`src/sv/eca_pkg.sv`:
```
package eca_pkg;

	// Default sizes for the top level parameters
	localparam int STAGE_COUNT_DEF = 6;
	localparam int PERIOD_MAX_DEF  = 1024;
	localparam int VALUE_BITS_DEF  = 48;

	// Stage memory slots, fixed by the widest mode
	localparam int STAGE_SLOTS = 6;
	localparam int SLOT_AW     = 3;

	// Fixed-point weights
	localparam int WEIGHT_SHIFT = 24;
	localparam int WEIGHT_W     = 25;
	localparam int COEF_W       = 32;

	// Shared multiplier: operand b is one bit wider than a coefficient
	localparam int MUL_B_W   = COEF_W + 1;
	localparam int MUL_CHUNK = 32;

	// Configuration port
	localparam int PERIOD_W   = 11;
	localparam int CFG_IDX_W  = 3;
	localparam int CFG_DATA_W = 32;

	typedef enum logic [1:0] {
		MODE_EMA,
		MODE_DEMA,
		MODE_TEMA,
		MODE_T3
	} mode_t;

	typedef enum logic [CFG_IDX_W-1:0] {
		REG_MODE,
		REG_PERIOD,
		REG_ALPHA,
		REG_INV_PERIOD,
		REG_COEF_C1,
		REG_COEF_C2,
		REG_COEF_C3,
		REG_COEF_C4
	} reg_idx_t;

	// Register reset values
	localparam mode_t                      RST_MODE       = MODE_EMA;
	localparam logic [PERIOD_W-1:0]        RST_PERIOD     = 11'd10;
	localparam logic [WEIGHT_W-1:0]        RST_ALPHA      = 25'd3050402;
	localparam logic [WEIGHT_W-1:0]        RST_INV_PERIOD = 25'd1677722;
	localparam logic signed [COEF_W-1:0]   RST_COEF_C1    = -32'sd5754585;
	localparam logic signed [COEF_W-1:0]   RST_COEF_C2    = 32'sd41926263;
	localparam logic signed [COEF_W-1:0]   RST_COEF_C3    = -32'sd101820924;
	localparam logic signed [COEF_W-1:0]   RST_COEF_C4    = 32'sd82426462;

	// Slot of the last stage a mode needs before its output is defined
	function automatic logic [SLOT_AW-1:0] last_slot(input mode_t m);
		logic [SLOT_AW-1:0] s;
		unique case (m)
			MODE_EMA:  s = SLOT_AW'(0);
			MODE_DEMA: s = SLOT_AW'(1);
			MODE_TEMA: s = SLOT_AW'(2);
			MODE_T3:   s = SLOT_AW'(STAGE_SLOTS - 1);
		endcase
		return s;
	endfunction

endpackage

```
`src/sv/eca_mul.sv`:
```
// Multi-cycle signed multiplier: res = floor(a * b / 2^24).
// Operand a is cut into 32-bit chunks, most significant first; one chunk
// product per cycle, registered, then folded into the exact accumulator.
module eca_mul import eca_pkg::*; #(
	parameter int A_W = 58,
	localparam int NCH = (A_W + MUL_CHUNK - 1) / MUL_CHUNK,
	localparam int RES_W = NCH * MUL_CHUNK + MUL_B_W - WEIGHT_SHIFT
) (
	input  logic                      clk,
	input  logic                      arst_n,
	input  logic                      start,
	input  logic signed [A_W-1:0]     a,
	input  logic signed [MUL_B_W-1:0] b,
	output logic                      done,
	output logic signed [RES_W-1:0]   res
);

	localparam int EXT_W  = NCH * MUL_CHUNK;
	localparam int ACC_W  = EXT_W + MUL_B_W;
	localparam int PROD_W = MUL_CHUNK + 1 + MUL_B_W;
	localparam int IDX_W  = (NCH > 1) ? $clog2(NCH) : 1;

	logic signed [EXT_W-1:0]   a_q;
	logic signed [MUL_B_W-1:0] b_q;
	logic [IDX_W-1:0]          idx_q;
	logic                      issue_q;
	logic signed [PROD_W-1:0]  prod_s1;
	logic                      pvld_s1;
	logic                      plast_s1;
	logic signed [ACC_W-1:0]   acc_q;
	logic                      done_q;
	logic [MUL_CHUNK-1:0]      chunk;
	logic signed [MUL_CHUNK:0] chunk_op;

	// Top chunk carries the sign, lower chunks are unsigned
	assign chunk = a_q[idx_q*MUL_CHUNK +: MUL_CHUNK];
	assign chunk_op = (idx_q == IDX_W'(NCH - 1)) ? {chunk[MUL_CHUNK-1], chunk}
	                                              : {1'b0, chunk};

	// Control
	always_ff @(posedge clk or negedge arst_n) begin
		if (!arst_n) begin
			issue_q  <= 1'b0;
			idx_q    <= '0;
			pvld_s1  <= 1'b0;
			plast_s1 <= 1'b0;
			done_q   <= 1'b0;
		end else begin
			if (start) begin
				issue_q <= 1'b1;
				idx_q   <= IDX_W'(NCH - 1);
			end else if (issue_q) begin
				if (idx_q == '0) issue_q <= 1'b0;
				else idx_q <= idx_q - IDX_W'(1);
			end
			pvld_s1  <= issue_q && !start;
			plast_s1 <= issue_q && (idx_q == '0);
			done_q   <= pvld_s1 && plast_s1;
		end
	end

	// Datapath
	always_ff @(posedge clk) begin
		if (start) begin
			a_q   <= EXT_W'(a);
			b_q   <= b;
			acc_q <= '0;
		end else if (pvld_s1) begin
			acc_q <= (acc_q <<< MUL_CHUNK) + ACC_W'(prod_s1);
		end
		if (issue_q) prod_s1 <= chunk_op * b_q;
	end

	assign done = done_q;
	assign res  = acc_q[ACC_W-1:WEIGHT_SHIFT];

endmodule

```
`config.mk`:
```
export PLATFORM = sky130hd
export DESIGN_NAME = eca_mul
export DESIGN_NICKNAME = d
export VERILOG_FILES = /design/src/sv/eca_pkg.sv /design/src/sv/eca_mul.sv
export SDC_FILE = /design/constraint.sdc
export NUM_CORES = 2
export LEC_CHECK = 0
export ABC_AREA = 0
export BUFFER_PORTS_ARGS = -buffer_cell sky130_fd_sc_hd__buf_2
export CORE_UTILIZATION = 65
export DETAILED_ROUTE_END_ITERATION = 8
export PLACE_DENSITY_LB_ADDON = 0.05
export SYNTH_ARGS = -nofsm -noshare
export SYNTH_HDL_FRONTEND = slang
export SYNTH_SLANG_ARGS = --single-unit
```
`constraint.sdc`:
```
create_clock -name clk -period 17.46 [get_ports clk]
set_input_delay 0 -clock clk [delete_from_list [all_inputs] [get_ports clk]]
set_output_delay 0 -clock clk [all_outputs]
set_load 0.02 [all_outputs]
```
# Word level (Yosys, flattened, before mapping)
# Index checks and enable logic that the tools add are counted.
totals:
  regBits: 259
  in_bits: 94
  word_cells: 26
classes:
  n_addsub: 2
  mul: 1
  n_shift: 1
  mux: 7
  bitwise_logic: 1
  n_reduce_logical: 5
ops:
  columns: ["cell", "count"]
  rows:
  - ["97-bit by 66-bit adder with 97-bit output", 1]
  - ["33-bit by 33-bit multiplier with 66-bit output", 1]
  - ["64-bit by 7-bit indexed part select with 32-bit output", 1]
  - ["33-bit 2-to-1 mux", 1]
  - ["1-bit 2-to-1 mux", 6]
  - ["1-bit logical AND", 3]
  - ["2-bit nonzero test", 1]
  - ["1-bit zero test", 1]
  - ["1-bit inverter", 1]
  - ["1-bit subtractor (second input constant)", 1]

# Depth between registers and ports, before layout
logic_depth:
  depth_word: 4
  mapped_depth: 34

# Worst setup path after synthesis
# OpenSTA, ideal clock, no wires.
synth_path:
  kind: "reg2reg"
  from: "register idx_q"
  to: "register prod_s1[65] (data pin)"
  setup_ns: 0.260
  arrival_ns: 8.573
  required_ns: 17.200
  setup_slack_ns: 8.627
  path_stages_with_launch: 31
  n_path_buf: 3
  synth_period_minus_slack_ns: 8.833
  path_cell_list: "dfrtp_1 clkbuf_1 buf_1 mux2_2 clkbuf_1 and2_1 fa_1 inv_1 fa_1 inv_1 fa_1 inv_1 fa_1 fa_1 fa_1 inv_1 fa_1 inv_1 fa_1 inv_1 ha_1 nand3_1 a211o_1 a2111oi_4 o211ai_2 a31oi_4 a211oi_2 a31o_1 or4b_4 a311oi_2 xnor2_1"
synth_via:
  elab_chain_cells: 3
synth_lines:
  columns: ["element", "line", "source"]
  rows:
  - ["from (decl)", "eca_mul.sv:25", "logic [IDX_W-1:0] idx_q;"]
  - ["from (signal assigned)", "eca_mul.sv:51", "idx_q <= IDX_W'(NCH - 1);"]
  - ["from (signal assigned)", "eca_mul.sv:54", "else idx_q <= idx_q - IDX_W'(1);"]
  - ["64-bit by 7-bit indexed part select with 32-bit output", "eca_mul.sv:36", "assign chunk = a_q[idx_q*MUL_CHUNK +: MUL_CHUNK];"]
  - ["33-bit 2-to-1 mux *", "eca_mul.sv:37", "assign chunk_op = (idx_q == IDX_W'(NCH - 1)) ? {chunk[MUL_CHUNK-1], chunk}"]
  - ["33-bit by 33-bit multiplier with 66-bit output *", "eca_mul.sv:71", "if (issue_q) prod_s1 <= chunk_op * b_q;"]
  - ["to (signal assigned)", "eca_mul.sv:71", null]
  - ["to (decl)", "eca_mul.sv:27", "logic signed [PROD_W-1:0] prod_s1;"]
# Mark *: on every way between the ends. The rest lies on a longest branch, timed or not.
# A chain may end at the register's enable or synchronous reset.

# Worst setup path in the final report
layout_path:
  from: "register idx_q"
  to: "register prod_s1[61] (data pin)"
# The elaborated chain is that of the path after synthesis.

==> results.txt <==
----------------------------------------------------
[Min path]
  Hold crit path type ... primary input to register

[GRT]
  Maximum number of pins on one net before global-route repair ... 74
  Wire length of the first global-routing pass ... about 210000 um
  Total routing resource utilization after global routing ... roughly 34%
  Initial antenna violation count ... 1
  Aggregate global routing overflow ... 0
  Number of global-route vias before repair ... about 39000

[STA]
  Total negative slack ... 0 ps
  Min Tclk post-route ... roughly 10000 ps
  Unrepaired setup endpoints after global routing ... no
  Final critical-path setup slack ... 7100 ps
  Slew Viols, Final ... 0
  Final clock period utilization by the worst path ... around three fifths
  Max-slew headroom at the worst pin ... between 20% and 30%
  Slew at the pin with the worst max-slew slack ... ~1100 ps
  Maximum operating frequency ... 96.5 MHz
  Hold slack final ... 6.60 ps
  Finish-stage setup viols ... 0
  Final Hold Fails ... 0
  Clk_skew ... 22.5 ps

[Synth]
  Synth unique cells ... 77
  Largest family of logic cells by synthesized area ... adder cells
  Area share of the largest cell type after synthesis ... between 40% and 50%
  Yosys reg bits ... 259
  Netlist area before placement ... just over 0.05 sq mm
  Mean instance size in the synthesized netlist ... between 9 and 10 sq um
  Synthesized netlist cell count ... roughly 5400
  Area leader, netlist ... fa_1
  Predominant post-synthesis flop cell ... edfxtp_1
  Compound-cell area share of the yosys netlist ... 5.62%
  Post-Synth Simple-Gate Area ... between 10 and 15%
  Fraction of synthesized cell area in xor and xnor cells ... around 2.3%
  Count of yosys warnings during synthesis ... 0
  Main area contributors after synthesis ... fa_1, edfxtp_1, inv_1
  Syn_nets ... 6881
  Proportion of register bits with asynchronous set or reset after synthesis ... under 10%
  EDFF count, synth ... approximately 160
  Register area share after synthesis ... a little over an eighth
  Post-Synth Adder-Cell Area ... slightly above 50%
  Share of cell area taken by muxes after synthesis ... ~2%

[Routing]
  Total number of vias ... 36400
  Number of DRC markers in iteration 0 ... 2495
  Detailed Route WL ... 133000 um
  Remaining routing DRC violations ... 0
  First-pass iteration count of the detailed router ... 8
  Routed length per placed instance ... between 20 and 25 um
  Final ANT Viol Nets ... 0
  Vias per inst ... ~5.7

[Floorplan]
  Die area ... between 0.08 and 0.09 sq mm
  Vertical die dimension ... between 200 and 300 um
  Number of placement rows ... a little over 100
  Starting utilization of the core area ... between 60% and 70%
  # IOs ... ~170
  DIE WIDTH ... 284 um
  CORE AREA ... around 0.08 sq mm

[Cells and area]
  Layout area overhead ... 5.81%
  Final net count ... between 6000 and 7000
  Layout cells sized above 1 ... around 6%
  Register cell area after layout ... roughly 0.0068 sq mm
  Multi-input gate area ... 0.0388 sq mm
  Fill cells ... a little over 6000
  Post-route core utilization ... between 60% and 70%
  Ant diodes ... 0

[Clock network]
  Worst-skew pair later-pin latency ... around 630 ps
  CTS root buf ... clkbuf_16
  TritonCTS clock tree ... yes
  H-tree depth ... 1
  Number of buffers on the longest clock path ... 3
  Clock buffers created by TritonCTS ... 30
  Hold buffer count at cts ... 93
  Total setup buffers inserted after CTS ... 0
  Clock Sinks ... around 260
  Clock transition at path regs ... about 70 ps
  Number of gates resized after CTS ... 0

[Critical path]
  Kind of capture point of the worst setup path ... register
  Kind of launch point of the worst setup path ... register
  Largest fanout of any net on the critical path ... 24
  Critical setup path kind ... register to register
  Crit path arrival time ... roughly 11000 ps
  Data required, critical path ... ~18000 ps

[Placed design]
  Total half-perimeter wirelength after legalization and detailed placement ... around 100000 um
  Number of buffers added on ports ... ~170
  Setup Slack @ Placement ... 7080 ps
  Final Wtd Congestion ... 0.923

[Status]
  Outcome ... finished clean

[Flow run]
  Reported max-cap violation count ... 0

----------------------------------------------------
layer usage:
| metal | up-vias | global-route usage, % | part of all wire (%) |
|---|---|---|---|
| li1 | 15900 | - | - |
| met1 | 18500 | 45.8 | 39 |
| met2 | 1596 | 57.5 | 49 |
| met3 | 282 | 6.41 | 8.4 |
| met4 | 0 | 10.4 | 3.4 |
| met5 | - | 0 | 0 |
cell usage in the layout, fill, tap and decap left out, drive strengths merged, types with 6 or more instances in the layout:
cell | Yosys | layout
or2 | 10 | 10
and2 | 529 | 529
o31ai | 8 | 8
o22ai | 6 | 6
ha | 281 | 281
mux2 | 25 | 25
nand2 | 620 | 620
nand2b | 18 | 18
dlygate4sd3 | 0 | 93
nor2b | 17 | 17
nand3 | 25 | 25
and3 | 18 | 18
xnor2 | 93 | 93
a211oi | 19 | 19
nor3 | 16 | 16
xor2 | 41 | 41
a21o | 78 | 78
edfxtp | 157 | 157
o21bai | 19 | 19
a31o | 6 | 6
nor2 | 177 | 177
o211ai | 15 | 15
mux2i | 76 | 76
nand4 | 28 | 28
buf | 80 | 221
dfxtp | 97 | 97
o21ai | 78 | 78
clkinv | 1 | 9
clkbuf | 259 | 43
o21a | 19 | 19
fa | 1146 | 1146
inv | 1178 | 1181
a31oi | 13 | 13
a21oi | 143 | 143
cells by family (layout without fill, tap and decap cells):
family                     count (synthesis)  after routing
and+or+nand+nor                         1475           1475
adders and majority gates               1427           1427
buffers and inverters                   1518           1550
xor gates and xnor gates                 134            134
muxes                                    101            101
AOI/OAI and AO/OA                        446            446
DFF                                      259            259
through the flow:
| step | instances | instance area [sq um] |
|---|---|---|
| after global placement | 6283 | 52600 |
| after detailed placement | 6283 | 52600 |
| after floorplan | 5360 | 51500 |
| final | 6432 | 54500 |
| after CTS | 6432 | 54500 |
| after global routing | 6432 | 54500 |
critical path: stages (launching register included):
cell and delay [ps]:
dfrtp_2 760, buf_4 520, and2_1 830, nand2_1 300
fa_1 590, fa_1 500, inv_1 70, fa_1 520
inv_1 250, fa_1 990, inv_1 440, fa_1 570
fa_1 510, fa_1 490, inv_1 50, fa_1 470
inv_1 40, ha_1 430, and3_1 240, nand2_1 50
a2111oi_0 630, o31ai_1 210, a21oi_1 250, a21o_1 160
a21oi_1 70, xnor2_1 140
worst paths after layout:
path,startpoint,end,slack [ps],cells past startpoint
min in group asynchronous,arst_n,idx_q,330,3
max,idx_q,prod_s1[61],7100,25
min reg2reg,acc_q[93],acc_q[93],450,2
max reg2reg,idx_q,prod_s1[61],7100,25
max in group asynchronous,arst_n,pvld_s1,16900,3
min,start,b_q[11],7,1
cell usage after synthesis, types with 19 or more instances:
cell type / count
inv_1: 1178
fa_1: 1146
nand2_1: 620
and2_1: 529
ha_1: 281
clkbuf_1: 259
nor2_1: 177
edfxtp_1: 157
a21oi_1: 142
dfxtp_1: 97
xnor2_1: 93
a21o_1: 78
mux2i_1: 76
buf_4: 74
xor2_1: 41
o21ai_0: 40
o21ai_1: 38
nand4_1: 28
mux2_2: 25
nand3_1: 25
o21a_1: 19
o21bai_1: 19
sequential cells by signal, indices dropped and copies added, names as in the netlist:
| signal | flops |
|---|---|
| acc_q | 97 |
| plast_s1 | 1 |
| prod_s1 | 66 |
| issue_q | 1 |
| done | 1 |
| pvld_s1 | 1 |
| a_q | 58 |
| idx_q | 1 |
| b_q | 33 |
cell type report:
cell class	instances	area share (%)
Multi-Input combinational cell	3583	71.2
Sequential cell	259	12.4
Inverter	1179	8.12
Timing Repair Buffer	315	4.01
Tap cell	1040	2.39
Clock buffer	42	1.67
Clock inverter	14	0.213
Power is left out: the tool's default activity adds up to more than one toggle a clock period on the data nets, which glitch-free logic cannot reach.
